**config.mk**
```make
export PLATFORM = sky130hd
export DESIGN_NAME = rims_ctrl
export DESIGN_NICKNAME = d
export VERILOG_FILES = /design/src/rtl/rims_pkg.sv /design/src/rtl/rims_ctrl.sv
export SDC_FILE = /design/constraint.sdc
export NUM_CORES = 1
export LEC_CHECK = 0
export ABC_CLOCK_PERIOD_IN_PS = 4100
export BUFFER_PORTS_ARGS = -buffer_cell sky130_fd_sc_hd__buf_2
export CAP_MARGIN = 25
export CORE_UTILIZATION = 46
export CTS_CLUSTER_DIAMETER = 100
export DETAILED_ROUTE_END_ITERATION = 8
export PLACE_DENSITY = 0.9
export RECOVER_POWER = 100
export REMOVE_ABC_BUFFERS = 1
export SETUP_SLACK_MARGIN = 0.3
export SLEW_MARGIN = 25
export SYNTH_ARGS = -nofsm -noshare
export SYNTH_HDL_FRONTEND = slang
export SYNTH_SLANG_ARGS = --single-unit
```
**constraint.sdc**
```tcl
create_clock -name clk -period 4.1 [get_ports clk]
set_clock_uncertainty 0.05 [all_clocks]
set_input_delay 0.82 -clock clk [delete_from_list [all_inputs] [get_ports clk]]
set_output_delay 0.82 -clock clk [all_outputs]
set_load 0.005 [all_outputs]
```
**src/rtl/rims_pkg.sv**
```systemverilog
// ----------------------------------------------------------------------------
// Run insertion merge sorter package
// Shared constants, codes and the controller to datapath command and status
// words.
// ----------------------------------------------------------------------------
package rims_pkg;

  localparam int DEF_MAX_ITEMS  = 1024;
  localparam int DEF_VALUE_BITS = 32;
  localparam int POS_BITS       = 10;
  localparam int CFG_BITS       = 11;
  localparam int CFG_INDEX_BITS = 2;

  localparam logic [CFG_INDEX_BITS-1:0] REG_SHORT_RUN  = 2'd0;
  localparam logic [CFG_INDEX_BITS-1:0] REG_LONG_RUN   = 2'd1;
  localparam logic [CFG_INDEX_BITS-1:0] REG_RUN_SWITCH = 2'd2;

  localparam logic [CFG_BITS-1:0] RESET_SHORT_RUN  = 11'd32;
  localparam logic [CFG_BITS-1:0] RESET_LONG_RUN   = 11'd64;
  localparam logic [CFG_BITS-1:0] RESET_RUN_SWITCH = 11'd300;

  localparam logic KIND_LOAD = 1'b0;
  localparam logic KIND_READ = 1'b1;

  typedef struct packed {
    logic accept_load;
    logic accept_read;
    logic setup;
    logic run_begin;
    logic run_end;
    logic ins_fetch;
    logic ins_key;
    logic ins_peek;
    logic ins_shift;
    logic ins_put;
    logic msize_init;
    logic mpass_init;
    logic mpass_next;
    logic mpair_init;
    logic rd_a;
    logic cap_a_rd_b;
    logic take_a;
    logic take_b;
    logic cap_a;
    logic cap_b;
    logic cp_init;
    logic cp_read;
    logic cp_write;
    logic pair_next;
  } cmd_t;

  typedef struct packed {
    logic run_done;
    logic ins_done;
    logic j_gt_lo;
    logic gt;
    logic size_done;
    logic pair_done;
    logic a_ok;
    logic b_ok;
    logic a_le_b;
    logic cp_done;
  } sts_t;

endpackage

```
**src/rtl/rims_ctrl.sv**
```systemverilog
// ----------------------------------------------------------------------------
// Run insertion merge sorter controller
// Sequences loads, reads, the run insertion sort and the bottom-up merge.
// ----------------------------------------------------------------------------
module rims_ctrl import rims_pkg::*; (
  input  logic clk,
  input  logic rst,
  input  logic start,
  input  logic kind,
  input  logic last,
  input  sts_t sts,
  output cmd_t cmd,
  output logic busy
);

  localparam logic [4:0] S_IDLE       = 5'd0;
  localparam logic [4:0] S_SETUP      = 5'd1;
  localparam logic [4:0] S_RUN_CHK    = 5'd2;
  localparam logic [4:0] S_INS_CHK    = 5'd3;
  localparam logic [4:0] S_INS_KEY    = 5'd4;
  localparam logic [4:0] S_INS_TEST   = 5'd5;
  localparam logic [4:0] S_INS_CMP    = 5'd6;
  localparam logic [4:0] S_INS_PUT    = 5'd7;
  localparam logic [4:0] S_MSIZE_INIT = 5'd8;
  localparam logic [4:0] S_MSIZE_CHK  = 5'd9;
  localparam logic [4:0] S_MPAIR_CHK  = 5'd10;
  localparam logic [4:0] S_MRD_A      = 5'd11;
  localparam logic [4:0] S_MRD_B      = 5'd12;
  localparam logic [4:0] S_MSEL       = 5'd13;
  localparam logic [4:0] S_MCAPA      = 5'd14;
  localparam logic [4:0] S_MCAPB      = 5'd15;
  localparam logic [4:0] S_CP_RD      = 5'd16;
  localparam logic [4:0] S_CP_WR      = 5'd17;

  logic [4:0] state;
  logic [4:0] state_next;
  logic       accept;

  assign busy   = (state != S_IDLE);
  assign accept = start && (state == S_IDLE);

  always_comb begin
    cmd        = '0;
    state_next = state;
    unique case (state)
      S_IDLE: begin
        if (accept) begin
          if (kind == KIND_LOAD) begin
            cmd.accept_load = 1'b1;
            if (last) begin
              state_next = S_SETUP;
            end
          end else begin
            cmd.accept_read = 1'b1;
          end
        end
      end
      S_SETUP: begin
        cmd.setup  = 1'b1;
        state_next = S_RUN_CHK;
      end
      S_RUN_CHK: begin
        if (sts.run_done) begin
          state_next = S_MSIZE_INIT;
        end else begin
          cmd.run_begin = 1'b1;
          state_next    = S_INS_CHK;
        end
      end
      S_INS_CHK: begin
        if (sts.ins_done) begin
          cmd.run_end = 1'b1;
          state_next  = S_RUN_CHK;
        end else begin
          cmd.ins_fetch = 1'b1;
          state_next    = S_INS_KEY;
        end
      end
      S_INS_KEY: begin
        cmd.ins_key = 1'b1;
        state_next  = S_INS_TEST;
      end
      S_INS_TEST: begin
        if (sts.j_gt_lo) begin
          cmd.ins_peek = 1'b1;
          state_next   = S_INS_CMP;
        end else begin
          state_next = S_INS_PUT;
        end
      end
      S_INS_CMP: begin
        if (sts.gt) begin
          cmd.ins_shift = 1'b1;
          state_next    = S_INS_TEST;
        end else begin
          state_next = S_INS_PUT;
        end
      end
      S_INS_PUT: begin
        cmd.ins_put = 1'b1;
        state_next  = S_INS_CHK;
      end
      S_MSIZE_INIT: begin
        cmd.msize_init = 1'b1;
        state_next     = S_MSIZE_CHK;
      end
      S_MSIZE_CHK: begin
        if (sts.size_done) begin
          state_next = S_IDLE;
        end else begin
          cmd.mpass_init = 1'b1;
          state_next     = S_MPAIR_CHK;
        end
      end
      S_MPAIR_CHK: begin
        if (sts.pair_done) begin
          cmd.mpass_next = 1'b1;
          state_next     = S_MSIZE_CHK;
        end else begin
          cmd.mpair_init = 1'b1;
          state_next     = S_MRD_A;
        end
      end
      S_MRD_A: begin
        cmd.rd_a   = 1'b1;
        state_next = S_MRD_B;
      end
      S_MRD_B: begin
        cmd.cap_a_rd_b = 1'b1;
        state_next     = S_MCAPB;
      end
      S_MSEL: begin
        if (sts.a_ok && (!sts.b_ok || sts.a_le_b)) begin
          cmd.take_a = 1'b1;
          state_next = S_MCAPA;
        end else if (sts.b_ok) begin
          cmd.take_b = 1'b1;
          state_next = S_MCAPB;
        end else begin
          cmd.cp_init = 1'b1;
          state_next  = S_CP_RD;
        end
      end
      S_MCAPA: begin
        cmd.cap_a  = 1'b1;
        state_next = S_MSEL;
      end
      S_MCAPB: begin
        cmd.cap_b  = 1'b1;
        state_next = S_MSEL;
      end
      S_CP_RD: begin
        if (sts.cp_done) begin
          cmd.pair_next = 1'b1;
          state_next    = S_MPAIR_CHK;
        end else begin
          cmd.cp_read = 1'b1;
          state_next  = S_CP_WR;
        end
      end
      S_CP_WR: begin
        cmd.cp_write = 1'b1;
        state_next   = S_CP_RD;
      end
      default: begin
        state_next = S_IDLE;
      end
    endcase
  end

  always_ff @(posedge clk) begin
    if (rst) begin
      state <= S_IDLE;
    end else begin
      state <= state_next;
    end
  end

`ifndef ASSERT_OFF
  a_last_starts_sort: assert property (@(posedge clk) disable iff (rst)
    (cmd.accept_load && last) |=> busy)
    else $error("sort did not start after the last load");
  a_merge_exhausted: assert property (@(posedge clk) disable iff (rst)
    (state == S_MSEL && !sts.a_ok && !sts.b_ok) |=> (state == S_CP_RD))
    else $error("merge did not move to copy back");
`endif

endmodule

```
==> run_summary.xml, run 1 <==
<?xml version="1.0" encoding="UTF-8"?>
<metrics>
  <group name="place">
    <metric name="detailed_place_hpwl" unit="um">1480</metric>
    <metric name="port_buffers" unit="">39</metric>
    <metric name="finalWeightedCongestion" unit="">0.876</metric>
    <metric name="postPlaceCellArea" unit="um^2">825</metric>
    <metric name="number_of_placed_instances_with_taps_included" unit="">142</metric>
  </group>
  <group name="sta">
    <metric name="report.final.slew_viol_count" unit="">0</metric>
    <metric name="finalSetupViolCount" unit="">0</metric>
    <metric name="setup_repair_after_global_routing_missed_its_margin" unit="">no</metric>
    <metric name="max_slew.worst_pin.slew" unit="ps">540</metric>
    <metric name="finalHoldViolations" unit="">0</metric>
    <metric name="final_period_minus_worst_setup_slack" unit="ps">2550</metric>
    <metric name="finalCritPeriodShare" unit="">0.622</metric>
    <metric name="slew-limit-headroom" unit="">0.637</metric>
    <metric name="achievable-frequency" unit="MHz">392</metric>
    <metric name="tns" unit="ps">0</metric>
  </group>
  <group name="route">
    <metric name="wl" unit="um">1930</metric>
    <metric name="postRouteAntennaNets" unit="">0</metric>
    <metric name="remaining_routing_drc_violations" unit="">0</metric>
    <metric name="detail_route.iter0.violations" unit="">18</metric>
    <metric name="drt-pass1-iter-count" unit="">4</metric>
    <metric name="routed_wl_per_cell" unit="um">13.2</metric>
    <metric name="detailed_route_vias_per_instance" unit="">5.86</metric>
    <metric name="dr_total_vias" unit="">856</metric>
  </group>
  <group name="pwr">
    <metric name="p_leak" unit="nW">0.347</metric>
    <metric name="irDropWorstVdd" unit="V">0.0000829</metric>
    <metric name="finalPower" unit="W">0.000136</metric>
    <metric name="power.density" unit="nW/um^2">172</metric>
  </group>
  <group name="grt">
    <metric name="grt_start_max_net_pins" unit="">19</metric>
    <metric name="track_usage" unit="">0.265</metric>
    <metric name="grt_first_pass_wirelength" unit="um">2860</metric>
    <metric name="grt_antenna_before_repair" unit="">0</metric>
    <metric name="overflow" unit="">0</metric>
    <metric name="number_of_global_route_vias_before_repair" unit="">712</metric>
  </group>
  <group name="yosys">
    <metric name="number_of_enable_flip_flop_cells_after_synthesis" unit="">0</metric>
    <metric name="synth_top_area_frac" unit="">0.148</metric>
    <metric name="synthCells" unit="">96</metric>
    <metric name="synth_cell_types" unit="">35</metric>
    <metric name="sequential_fraction_of_the_synthesis_area" unit="">0.148</metric>
    <metric name="synth_ff_type" unit="">sky130_fd_sc_hd__dfxtp_1</metric>
    <metric name="ys_warnings" unit="">0</metric>
    <metric name="ys_seq_elements" unit="">5</metric>
    <metric name="post_synth.cell_area_avg" unit="um^2">7.05</metric>
    <metric name="yosysMostFrequentCell" unit="">sky130_fd_sc_hd__nor2_1</metric>
    <metric name="synth_top_cells_by_area" unit="">sky130_fd_sc_hd__dfxtp_1, sky130_fd_sc_hd__nor2_1, sky130_fd_sc_hd__nor3_1, sky130_fd_sc_hd__and3_1, sky130_fd_sc_hd__buf_6</metric>
    <metric name="asyncSetResetFlopFracSynth" unit="">0</metric>
    <metric name="synth_top_cells_by_count" unit="">sky130_fd_sc_hd__nor2_1, sky130_fd_sc_hd__inv_1, sky130_fd_sc_hd__nor3_1</metric>
    <metric name="synth_area_leader_cell" unit="">sky130_fd_sc_hd__dfxtp_1</metric>
    <metric name="post_synthesis_cell_area" unit="um^2">677</metric>
  </group>
  <group name="cells_and_area">
    <metric name="layout-area-overhead-vs-synth" unit="%">16.8</metric>
    <metric name="diodes" unit="">0</metric>
    <metric name="largest_register_ffs" unit="">5</metric>
    <metric name="layout.area.seq" unit="um^2">100</metric>
    <metric name="drive_above_1_share" unit="">0.221</metric>
    <metric name="fin_nets" unit="">147</metric>
    <metric name="multi_input_comb_area" unit="um^2">442</metric>
    <metric name="max_flop_register" unit="">state</metric>
    <metric name="num-fill-cells" unit="">144</metric>
    <metric name="final_design_area_no_fill" unit="um^2">791</metric>
    <metric name="post_layout_nonfiller_instances" unit="">146</metric>
    <metric name="largestRegisters" unit="">state: 5 flops</metric>
  </group>
  <group name="clocking">
    <metric name="cts.hold.buffers_added" unit="">0</metric>
    <metric name="cts_post_setup_buffers_inserted" unit="">0</metric>
    <metric name="clk_latency" unit="ps">240</metric>
    <metric name="clock_sink_count" unit="">5</metric>
    <metric name="clock_transition_time_at_the_flip_flop_clock_pins_of_the_worst_setup_and_hold_paths" unit="ps">40</metric>
    <metric name="clk_path_buf_depth" unit="">2</metric>
    <metric name="htreeDepth" unit="">1</metric>
    <metric name="cts_root_buf" unit="">sky130_fd_sc_hd__clkbuf_4</metric>
    <metric name="tritoncts" unit="">built</metric>
    <metric name="post_cts.resized_instances" unit="">0</metric>
    <metric name="cts_made_buffers" unit="">3</metric>
  </group>
  <group name="die">
    <metric name="floorplan.die_area" unit="um^2">1630</metric>
    <metric name="die-width" unit="um">40.4</metric>
    <metric name="pin_count" unit="">40</metric>
    <metric name="placeable_core_area" unit="um^2">1330</metric>
    <metric name="die-height" unit="um">40.4</metric>
    <metric name="core.rowCount" unit="">13</metric>
    <metric name="initial_core_utilization" unit="">0.508</metric>
  </group>
  <group name="hold_path">
    <metric name="hold_path_class" unit="">register to register</metric>
  </group>
  <group name="worst_setup_path">
    <metric name="series_of_cell_instances_along_the_critical_path" unit="">nand3b_1, nor2_1, and3_1, buf_2</metric>
    <metric name="path_max_fanout" unit="">18</metric>
    <metric name="critical_path_class" unit="">register to output port</metric>
    <metric name="max_stage_delay" unit="ps">640</metric>
    <metric name="worstPathRequired" unit="ps">3230</metric>
    <metric name="endpoint_kind" unit="">output port</metric>
    <metric name="worst_path_cell_with_the_longest_stage_delay" unit="">sky130_fd_sc_hd__dfxtp_1</metric>
    <metric name="worstPathArrival" unit="ps">1680</metric>
    <metric name="kind_of_launch_point_of_the_worst_setup_path" unit="">register</metric>
  </group>
  <group name="job">
    <metric name="max_cap_violations" unit="">0</metric>
  </group>
  <group name="outcome">
    <metric name="status" unit="">complete, no violations</metric>
  </group>
</metrics>
-- critical path, delay by kind of cell (launching register included) --
family                 cells  cell delay, ps
buffers and inverters      1             110
AND/OR/NAND/NOR            3             680
flip-flops                 1             640
-- cell usage in the layout, fill, tap and decap left out, types with 2 or more instances in the layout --
| cell type | n |
|---|---|
| sky130_fd_sc_hd__or3_1 | 2 |
| sky130_fd_sc_hd__o21ai_0 | 5 |
| sky130_fd_sc_hd__buf_2 | 20 |
| sky130_fd_sc_hd__clkbuf_4 | 3 |
| sky130_fd_sc_hd__nor4_1 | 2 |
| sky130_fd_sc_hd__a311oi_1 | 3 |
| sky130_fd_sc_hd__nor2b_1 | 2 |
| sky130_fd_sc_hd__or3b_2 | 2 |
| sky130_fd_sc_hd__inv_1 | 8 |
| sky130_fd_sc_hd__nor3_1 | 11 |
| sky130_fd_sc_hd__nor2_1 | 16 |
| sky130_fd_sc_hd__clkbuf_2 | 2 |
| sky130_fd_sc_hd__and3_1 | 6 |
| sky130_fd_sc_hd__nand2_1 | 6 |
| sky130_fd_sc_hd__a21oi_1 | 2 |
| sky130_fd_sc_hd__clkbuf_1 | 17 |
| sky130_fd_sc_hd__nor4bb_1 | 2 |
| sky130_fd_sc_hd__dfxtp_1 | 5 |
| sky130_fd_sc_hd__nand2b_1 | 3 |
-- cells by family after synthesis --
kind of cell,count (synthesis),share of synthesized area
flip-flops,5,0.148
AND/OR/NAND/NOR,57,0.484
buffers and inverters,16,0.142
AO/OA/AOI/OAI,18,0.226
-- routing by layer --
layer  GRT usage  vias up  wire length, um  share of wire
li1            -      417                -              -
met1       0.286      397              815           0.42
met2       0.444       34              955           0.49
met3      0.0667        8              112          0.058
met4       0.183        0               50          0.026
met5           0        -                0              0
-- worst paths after layout --
path | cells after the start | start | to | slack (ps)
worst max-delay path | 4 | state[3] | cmd[7] | 1550
worst min-delay path | 3 | state[1] | state[0] | 690
worst max register to register | 4 | state[3] | state[1] | 2190
worst min register to register | 3 | state[1] | state[0] | 690
-- through the flow --
| stage | setup slack [ps] | hold slack, ps | util |
|---|---|---|---|
| 2_1_floorplan | 2010 | 571 | - |
| 3_3_place_gp | 1800 | 653 | 0.618 |
| 3_5_place_dp | 1770 | 674 | 0.618 |
| 4_1_cts | 1520 | 680 | 0.638 |
| 5_1_grt | 1390 | 722 | 0.593 |
| 6_report | 1550 | 686 | 0.593 |
-- final cells by class --
class | count | area share
clock buffer | 4 | 0.0332
multi-input combinational | 75 | 0.559
tap | 15 | 0.0237
sequential | 5 | 0.127
inverter | 8 | 0.0380
timing repair buffer | 39 | 0.220
-- report_power, final --
part           internal [W]  switching [W]  total (W)
clock             0.0000368      0.0000200  0.0000568
sequential        0.0000497     0.00000220  0.0000519
combinational     0.0000121      0.0000152  0.0000272
Note: power is estimated with default switching activity, not from simulation.
==> run 2: changes to the inputs <==
- ABC_CLOCK_PERIOD_IN_PS: 4100 -> 2260
- CORE_UTILIZATION: 46 -> 38
- PLACE_DENSITY: 0.9 -> 0.8
- clock period: 4.1 -> 2.26 ns (I/O delays scaled with it)
==> run_summary.xml, run 2 (synthesis gave the netlist of run 1 again) <==
<?xml version="1.0" encoding="UTF-8"?>
<metrics>
  <group name="worst_setup_path">
    <metric name="reg2reg_setup_slack" unit="ps">400</metric>
    <metric name="worstPathArrival" unit="ps">1570</metric>
    <metric name="r2r_cells" unit="">5</metric>
    <metric name="path_max_fanout" unit="">6</metric>
    <metric name="critical_path_class" unit="">register to output port</metric>
    <metric name="r2r_start" unit="">state[2]</metric>
    <metric name="capture_instance_of_the_worst_register_to_register_path" unit="">state[1]</metric>
    <metric name="worstPathRequired" unit="ps">1760</metric>
    <metric name="kind_of_launch_point_of_the_worst_setup_path" unit="">register</metric>
    <metric name="endpoint_kind" unit="">output port</metric>
  </group>
  <group name="place">
    <metric name="finalWeightedCongestion" unit="">0.903</metric>
    <metric name="number_of_placed_instances_with_taps_included" unit="">145</metric>
    <metric name="detailed_place_hpwl" unit="um">1490</metric>
    <metric name="port_buffers" unit="">39</metric>
  </group>
  <group name="clocking">
    <metric name="cts.hold.buffers_added" unit="">0</metric>
    <metric name="tritoncts" unit="">built</metric>
    <metric name="clk_latency" unit="ps">250</metric>
    <metric name="clock_transition_time_at_the_flip_flop_clock_pins_of_the_worst_setup_and_hold_paths" unit="ps">40</metric>
    <metric name="cts_made_buffers" unit="">3</metric>
    <metric name="clk_path_buf_depth" unit="">2</metric>
    <metric name="cts_root_buf" unit="">sky130_fd_sc_hd__clkbuf_4</metric>
    <metric name="clock_sink_count" unit="">5</metric>
    <metric name="htreeDepth" unit="">1</metric>
  </group>
  <group name="grt">
    <metric name="track_usage" unit="">0.212</metric>
    <metric name="grt_first_pass_wirelength" unit="um">3090</metric>
    <metric name="number_of_global_route_vias_before_repair" unit="">715</metric>
    <metric name="grt_antenna_before_repair" unit="">0</metric>
    <metric name="grt_start_max_net_pins" unit="">15</metric>
    <metric name="overflow" unit="">0</metric>
  </group>
  <group name="route">
    <metric name="drt-pass1-iter-count" unit="">4</metric>
    <metric name="dr_total_vias" unit="">947</metric>
    <metric name="wl" unit="um">2390</metric>
    <metric name="detailed_route_vias_per_instance" unit="">5.99</metric>
    <metric name="remaining_routing_drc_violations" unit="">0</metric>
    <metric name="postRouteAntennaNets" unit="">0</metric>
    <metric name="detail_route.iter0.violations" unit="">47</metric>
    <metric name="routed_wl_per_cell" unit="um">15.1</metric>
  </group>
  <group name="pwr">
    <metric name="comb_power_share" unit="">0.234</metric>
    <metric name="p_leak" unit="nW">0.463</metric>
    <metric name="irDropWorstVdd" unit="V">0.000197</metric>
    <metric name="intPower" unit="W">0.000183</metric>
    <metric name="swShare" unit="">0.298</metric>
    <metric name="switchingPower" unit="W">0.0000773</metric>
    <metric name="finalPower" unit="W">0.000260</metric>
    <metric name="power.share.sequential" unit="">0.352</metric>
    <metric name="power.density" unit="nW/um^2">274</metric>
    <metric name="clock_power_share" unit="">0.414</metric>
  </group>
  <group name="die">
    <metric name="core.rowCount" unit="">14</metric>
    <metric name="placeable_core_area" unit="um^2">1580</metric>
    <metric name="initial_core_utilization" unit="">0.429</metric>
    <metric name="die-width" unit="um">44.2</metric>
    <metric name="die-height" unit="um">44.2</metric>
    <metric name="floorplan.die_area" unit="um^2">1950</metric>
    <metric name="pin_count" unit="">40</metric>
  </group>
  <group name="sta">
    <metric name="slew-limit-headroom" unit="">0.645</metric>
    <metric name="report.final.slew_viol_count" unit="">0</metric>
    <metric name="finalCritPeriodShare" unit="">0.916</metric>
    <metric name="finalSetupViolCount" unit="">0</metric>
    <metric name="finalHoldViolations" unit="">0</metric>
    <metric name="achievable-frequency" unit="MHz">483</metric>
    <metric name="setup_repair_after_global_routing_missed_its_margin" unit="">yes</metric>
    <metric name="max_slew.worst_pin.slew" unit="ps">526</metric>
    <metric name="hold_slack" unit="ps">367</metric>
    <metric name="tns" unit="ps">0</metric>
    <metric name="final_period_minus_worst_setup_slack" unit="ps">2070</metric>
  </group>
  <group name="cells_and_area">
    <metric name="largestRegisters" unit="">state: 5 flops</metric>
    <metric name="post_layout_nonfiller_instances" unit="">158</metric>
    <metric name="max_flop_register" unit="">state</metric>
    <metric name="diodes" unit="">0</metric>
    <metric name="drive_above_1_share" unit="">0.415</metric>
    <metric name="largest_register_ffs" unit="">5</metric>
    <metric name="layout-area-overhead-vs-synth" unit="%">40.1</metric>
    <metric name="layout_common_cells" unit="">sky130_fd_sc_hd__buf_2, sky130_fd_sc_hd__nor2_1, sky130_fd_sc_hd__nor3_1, sky130_fd_sc_hd__inv_1, sky130_fd_sc_hd__clkbuf_1</metric>
    <metric name="post_layout_utilization_of_the_core" unit="">0.602</metric>
    <metric name="fin_nets" unit="">158</metric>
    <metric name="mostFrequentLayoutCell" unit="">sky130_fd_sc_hd__buf_2</metric>
  </group>
  <group name="outcome">
    <metric name="status" unit="">complete, no violations</metric>
  </group>
  <group name="hold_path">
    <metric name="holdPathEnd" unit="">state[2]</metric>
    <metric name="whs_path_depth" unit="">2</metric>
    <metric name="hold_path_class" unit="">primary input to register</metric>
    <metric name="launch_instance_of_the_worst_min_delay_path" unit="">rst</metric>
  </group>
  <group name="job">
    <metric name="max_cap_violations" unit="">0</metric>
  </group>
</metrics>
run 2: cell types whose count changed in the layout (fill, tap and decap cells not counted), sizes merged:
cell and change:
clkbuf -4, buf +15
run 2: critical path, stage by stage (launching register included):
cell and delay [ps]:
sky130_fd_sc_hd__dfxtp_1 350, sky130_fd_sc_hd__or3_1 550, sky130_fd_sc_hd__nor3_1 260, sky130_fd_sc_hd__buf_2 150
run 2: power groups by stage:
stage                      logic, W  registers (W)  clock network (W)
after floorplan           0.0000271      0.0000942                  0
after global placement    0.0000547      0.0000949                  0
after detailed placement  0.0000557      0.0000950                  0
after CTS                 0.0000598      0.0000923           0.000112
after global routing      0.0000659      0.0000918           0.000119
final                     0.0000608      0.0000915           0.000107
run 2: worst max-delay path by stage:
stage,from,end,slack [ps],cells after the start
floorplan,state[2],cmd[22],530,3
global placement,state[2],cmd[22],380,4
detailed placement,state[2],cmd[22],340,4
CTS,state[1],cmd[3],290,4
global route,state[1],cmd[7],120,5
finish,state[2],cmd[20],190,3
run 2: routing by layer:
metal	GRT usage	vias up	share of wire
met2	0.326	54	0.53
met3	0.0694	6	0.081
met4	0.0727	0	0.014
met1	0.277	450	0.38
met5	0	-	0
li1	-	437	-
run 2: repair_timing:
action / 4_1_cts / 5_1_grt
endpoints found under the setup margin: 16 / 15
resized for setup: 12 / 5
pin swaps: 1 / 2
buffers inserted: 2 / 7
run 2: per-stage QoR:
stage | instance area, um^2 | setup WS, ps
after floorplan | 611 | 533
after global placement | 841 | 378
after detailed placement | 841 | 338
after CTS | 916 | 287
after global routing | 948 | 118
final | 948 | 189
run 2: area by class of cell:
| cell class | instances | area (um^2) |
|---|---|---|
| tap | 16 | 20.0 |
| fill | 154 | 628 |
| sequential | 5 | 108 |
| multi-input combinational | 75 | 499 |
| clock buffer | 4 | 26.3 |
| inverter | 8 | 30.0 |
| timing repair buffer | 50 | 265 |
==> run 3: changes to the inputs <==
- BUFFER_PORTS_ARGS: -buffer_cell sky130_fd_sc_hd__buf_2 -> default
- CORE_UTILIZATION: 38 -> 49
- DONT_BUFFER_PORTS: default -> 1
- PLACE_DENSITY: 0.8 -> 0.72
==> run_summary.xml, run 3 (synthesis gave the netlist of run 1 again) <==
<?xml version="1.0" encoding="UTF-8"?>
<metrics>
  <group name="pwr">
    <metric name="p_leak" unit="nW">0.261</metric>
    <metric name="irDropWorstVdd" unit="V">0.000344</metric>
    <metric name="finalPower" unit="W">0.000242</metric>
    <metric name="power.density" unit="nW/um^2">341</metric>
  </group>
  <group name="cells_and_area">
    <metric name="fin_nets" unit="">112</metric>
    <metric name="diodes" unit="">0</metric>
    <metric name="largestRegisters" unit="">state: 5 flops</metric>
    <metric name="mostFrequentLayoutCell" unit="">sky130_fd_sc_hd__nor2_1</metric>
    <metric name="final_design_area_no_fill" unit="um^2">711</metric>
    <metric name="max_flop_register" unit="">state</metric>
    <metric name="drive_above_1_share" unit="">0.240</metric>
    <metric name="largest_register_ffs" unit="">5</metric>
    <metric name="layout-area-overhead-vs-synth" unit="%">4.99</metric>
    <metric name="layout_common_cells" unit="">sky130_fd_sc_hd__nor2_1, sky130_fd_sc_hd__nor3_1, sky130_fd_sc_hd__inv_1, sky130_fd_sc_hd__and3_1</metric>
    <metric name="post_layout_nonfiller_instances" unit="">111</metric>
  </group>
  <group name="sta">
    <metric name="setup_repair_after_global_routing_missed_its_margin" unit="">yes</metric>
    <metric name="achievable-frequency" unit="MHz">492</metric>
    <metric name="max_slew.worst_pin.slew" unit="ps">473</metric>
    <metric name="report.final.slew_viol_count" unit="">0</metric>
    <metric name="finalCritPeriodShare" unit="">0.900</metric>
    <metric name="finalHoldViolations" unit="">0</metric>
    <metric name="finalSetupViolCount" unit="">0</metric>
    <metric name="final_period_minus_worst_setup_slack" unit="ps">2030</metric>
    <metric name="tns" unit="ps">0</metric>
    <metric name="hold_slack" unit="ps">206</metric>
    <metric name="slew-limit-headroom" unit="">0.681</metric>
  </group>
  <group name="worst_setup_path">
    <metric name="worstPathRequired" unit="ps">1760</metric>
    <metric name="worstPathArrival" unit="ps">1530</metric>
    <metric name="reg2reg_setup_slack" unit="ps">470</metric>
    <metric name="kind_of_launch_point_of_the_worst_setup_path" unit="">register</metric>
    <metric name="critical_path_class" unit="">register to output port</metric>
    <metric name="endpoint" unit="">cmd[3]</metric>
    <metric name="endpoint_kind" unit="">output port</metric>
    <metric name="capture_instance_of_the_worst_register_to_register_path" unit="">state[1]</metric>
    <metric name="r2r_start" unit="">state[2]</metric>
    <metric name="startpoint" unit="">state[2]</metric>
    <metric name="r2r_cells" unit="">5</metric>
    <metric name="path_max_fanout" unit="">14</metric>
  </group>
  <group name="route">
    <metric name="met3_length" unit="um">160</metric>
    <metric name="postRouteAntennaNets" unit="">0</metric>
    <metric name="wl" unit="um">1780</metric>
    <metric name="detailed_route_vias_per_instance" unit="">6.45</metric>
    <metric name="detail_route.iter0.violations" unit="">22</metric>
    <metric name="drt-met1-wl" unit="um">750</metric>
    <metric name="detailroute.wirelength.met2" unit="um">858</metric>
    <metric name="routed_wl_per_cell" unit="um">16.1</metric>
    <metric name="route.top_layer_used" unit="">met4</metric>
    <metric name="drt-pass1-iter-count" unit="">4</metric>
    <metric name="dr_total_vias" unit="">716</metric>
    <metric name="remaining_routing_drc_violations" unit="">0</metric>
  </group>
  <group name="clocking">
    <metric name="clk_latency" unit="ps">250</metric>
    <metric name="clock_transition_time_at_the_flip_flop_clock_pins_of_the_worst_setup_and_hold_paths" unit="ps">50</metric>
    <metric name="htreeDepth" unit="">1</metric>
    <metric name="clk_path_buf_depth" unit="">2</metric>
    <metric name="tritoncts" unit="">built</metric>
    <metric name="cts_made_buffers" unit="">3</metric>
    <metric name="clock_sink_count" unit="">5</metric>
    <metric name="cts_root_buf" unit="">sky130_fd_sc_hd__clkbuf_4</metric>
  </group>
  <group name="grt">
    <metric name="number_of_global_route_vias_before_repair" unit="">584</metric>
    <metric name="track_usage" unit="">0.246</metric>
    <metric name="grt_antenna_before_repair" unit="">0</metric>
    <metric name="overflow" unit="">0</metric>
    <metric name="grt_first_pass_wirelength" unit="um">2480</metric>
    <metric name="grt_start_max_net_pins" unit="">19</metric>
  </group>
  <group name="place">
    <metric name="finalWeightedCongestion" unit="">0.850</metric>
    <metric name="number_of_placed_instances_with_taps_included" unit="">103</metric>
    <metric name="detailed_place_hpwl" unit="um">1300</metric>
    <metric name="port_buffers" unit="">0</metric>
    <metric name="postPlaceCellArea" unit="um^2">629</metric>
  </group>
  <group name="job">
    <metric name="max_cap_violations" unit="">0</metric>
  </group>
  <group name="die">
    <metric name="floorplan.die_area" unit="um^2">1530</metric>
    <metric name="die-height" unit="um">39.2</metric>
    <metric name="placeable_core_area" unit="um^2">1280</metric>
    <metric name="pin_count" unit="">40</metric>
    <metric name="core.rowCount" unit="">13</metric>
    <metric name="die-width" unit="um">39.2</metric>
    <metric name="initial_core_utilization" unit="">0.527</metric>
  </group>
  <group name="hold_path">
    <metric name="hold_path_class" unit="">primary input to register</metric>
  </group>
  <group name="outcome">
    <metric name="status" unit="">complete, no violations</metric>
  </group>
</metrics>
==> run 3: changes by cell type in the layout (fill, tap and decap cells not counted), moves of 2 or more <==
cell                       change
sky130_fd_sc_hd__buf_2        -31
sky130_fd_sc_hd__clkbuf_4      -3
sky130_fd_sc_hd__nor2_2        +2
sky130_fd_sc_hd__dfxtp_4       -2
sky130_fd_sc_hd__clkbuf_1      -7
sky130_fd_sc_hd__dfxtp_2       +3
sky130_fd_sc_hd__clkbuf_2      -4
==> run 3: final cells by class <==
type / instances / area (um^2)
clock buffers: 4 / 26.3
repair buffers: 4 / 30.0
flip-flops and latches: 5 / 104
inverters: 8 / 30.0
well taps: 15 / 18.8
multi-input cells: 75 / 502
fillers: 139 / 574
==> run 3: worst max-delay path, cell delays in order (launching register included) <==
cell	delay (ps)
sky130_fd_sc_hd__dfxtp_1	570
sky130_fd_sc_hd__nand3b_1	290
sky130_fd_sc_hd__nor4_1	420
==> run 3: worst min-delay path by stage <==
| stage | end | from | slack (ps) | cells past startpoint |
|---|---|---|---|---|
| after floorplan | state[2] | rst | 470 | 1 |
| after global placement | state[2] | rst | 470 | 1 |
| after detailed placement | state[2] | rst | 480 | 1 |
| after CTS | state[2] | rst | 200 | 1 |
| after global routing | state[2] | rst | 200 | 1 |
| final | state[3] | rst | 210 | 1 |
==> run 3: where the power goes <==
group	switching [W]	internal [W]
logic	0.0000194	0.0000155
clock network	0.0000451	0.0000673
registers	0.00000449	0.0000902
==> run 3: what timing repair did <==
| item | in CTS | in global routing |
|---|---|---|
| resized for setup | 4 | 6 |
| setup buffers | 2 | 2 |
| pin swaps | 1 | 1 |
| hold buffers | 0 | 0 |
| setup endpoints to repair | 12 | 9 |
==> run 3: stage by stage <==
step,setup slack [ps],util
after floorplan,533,-
after global placement,450,0.490
after detailed placement,400,0.490
after CTS,307,0.530
after global routing,129,0.553
final,226,0.553
==> run 3: per-layer routing <==
metal | track usage | up-vias
met2 | 0.358 | 41
met1 | 0.298 | 329
met5 | 0 | -
met3 | 0.121 | 2
met4 | 0.112 | 0
li1 | - | 344
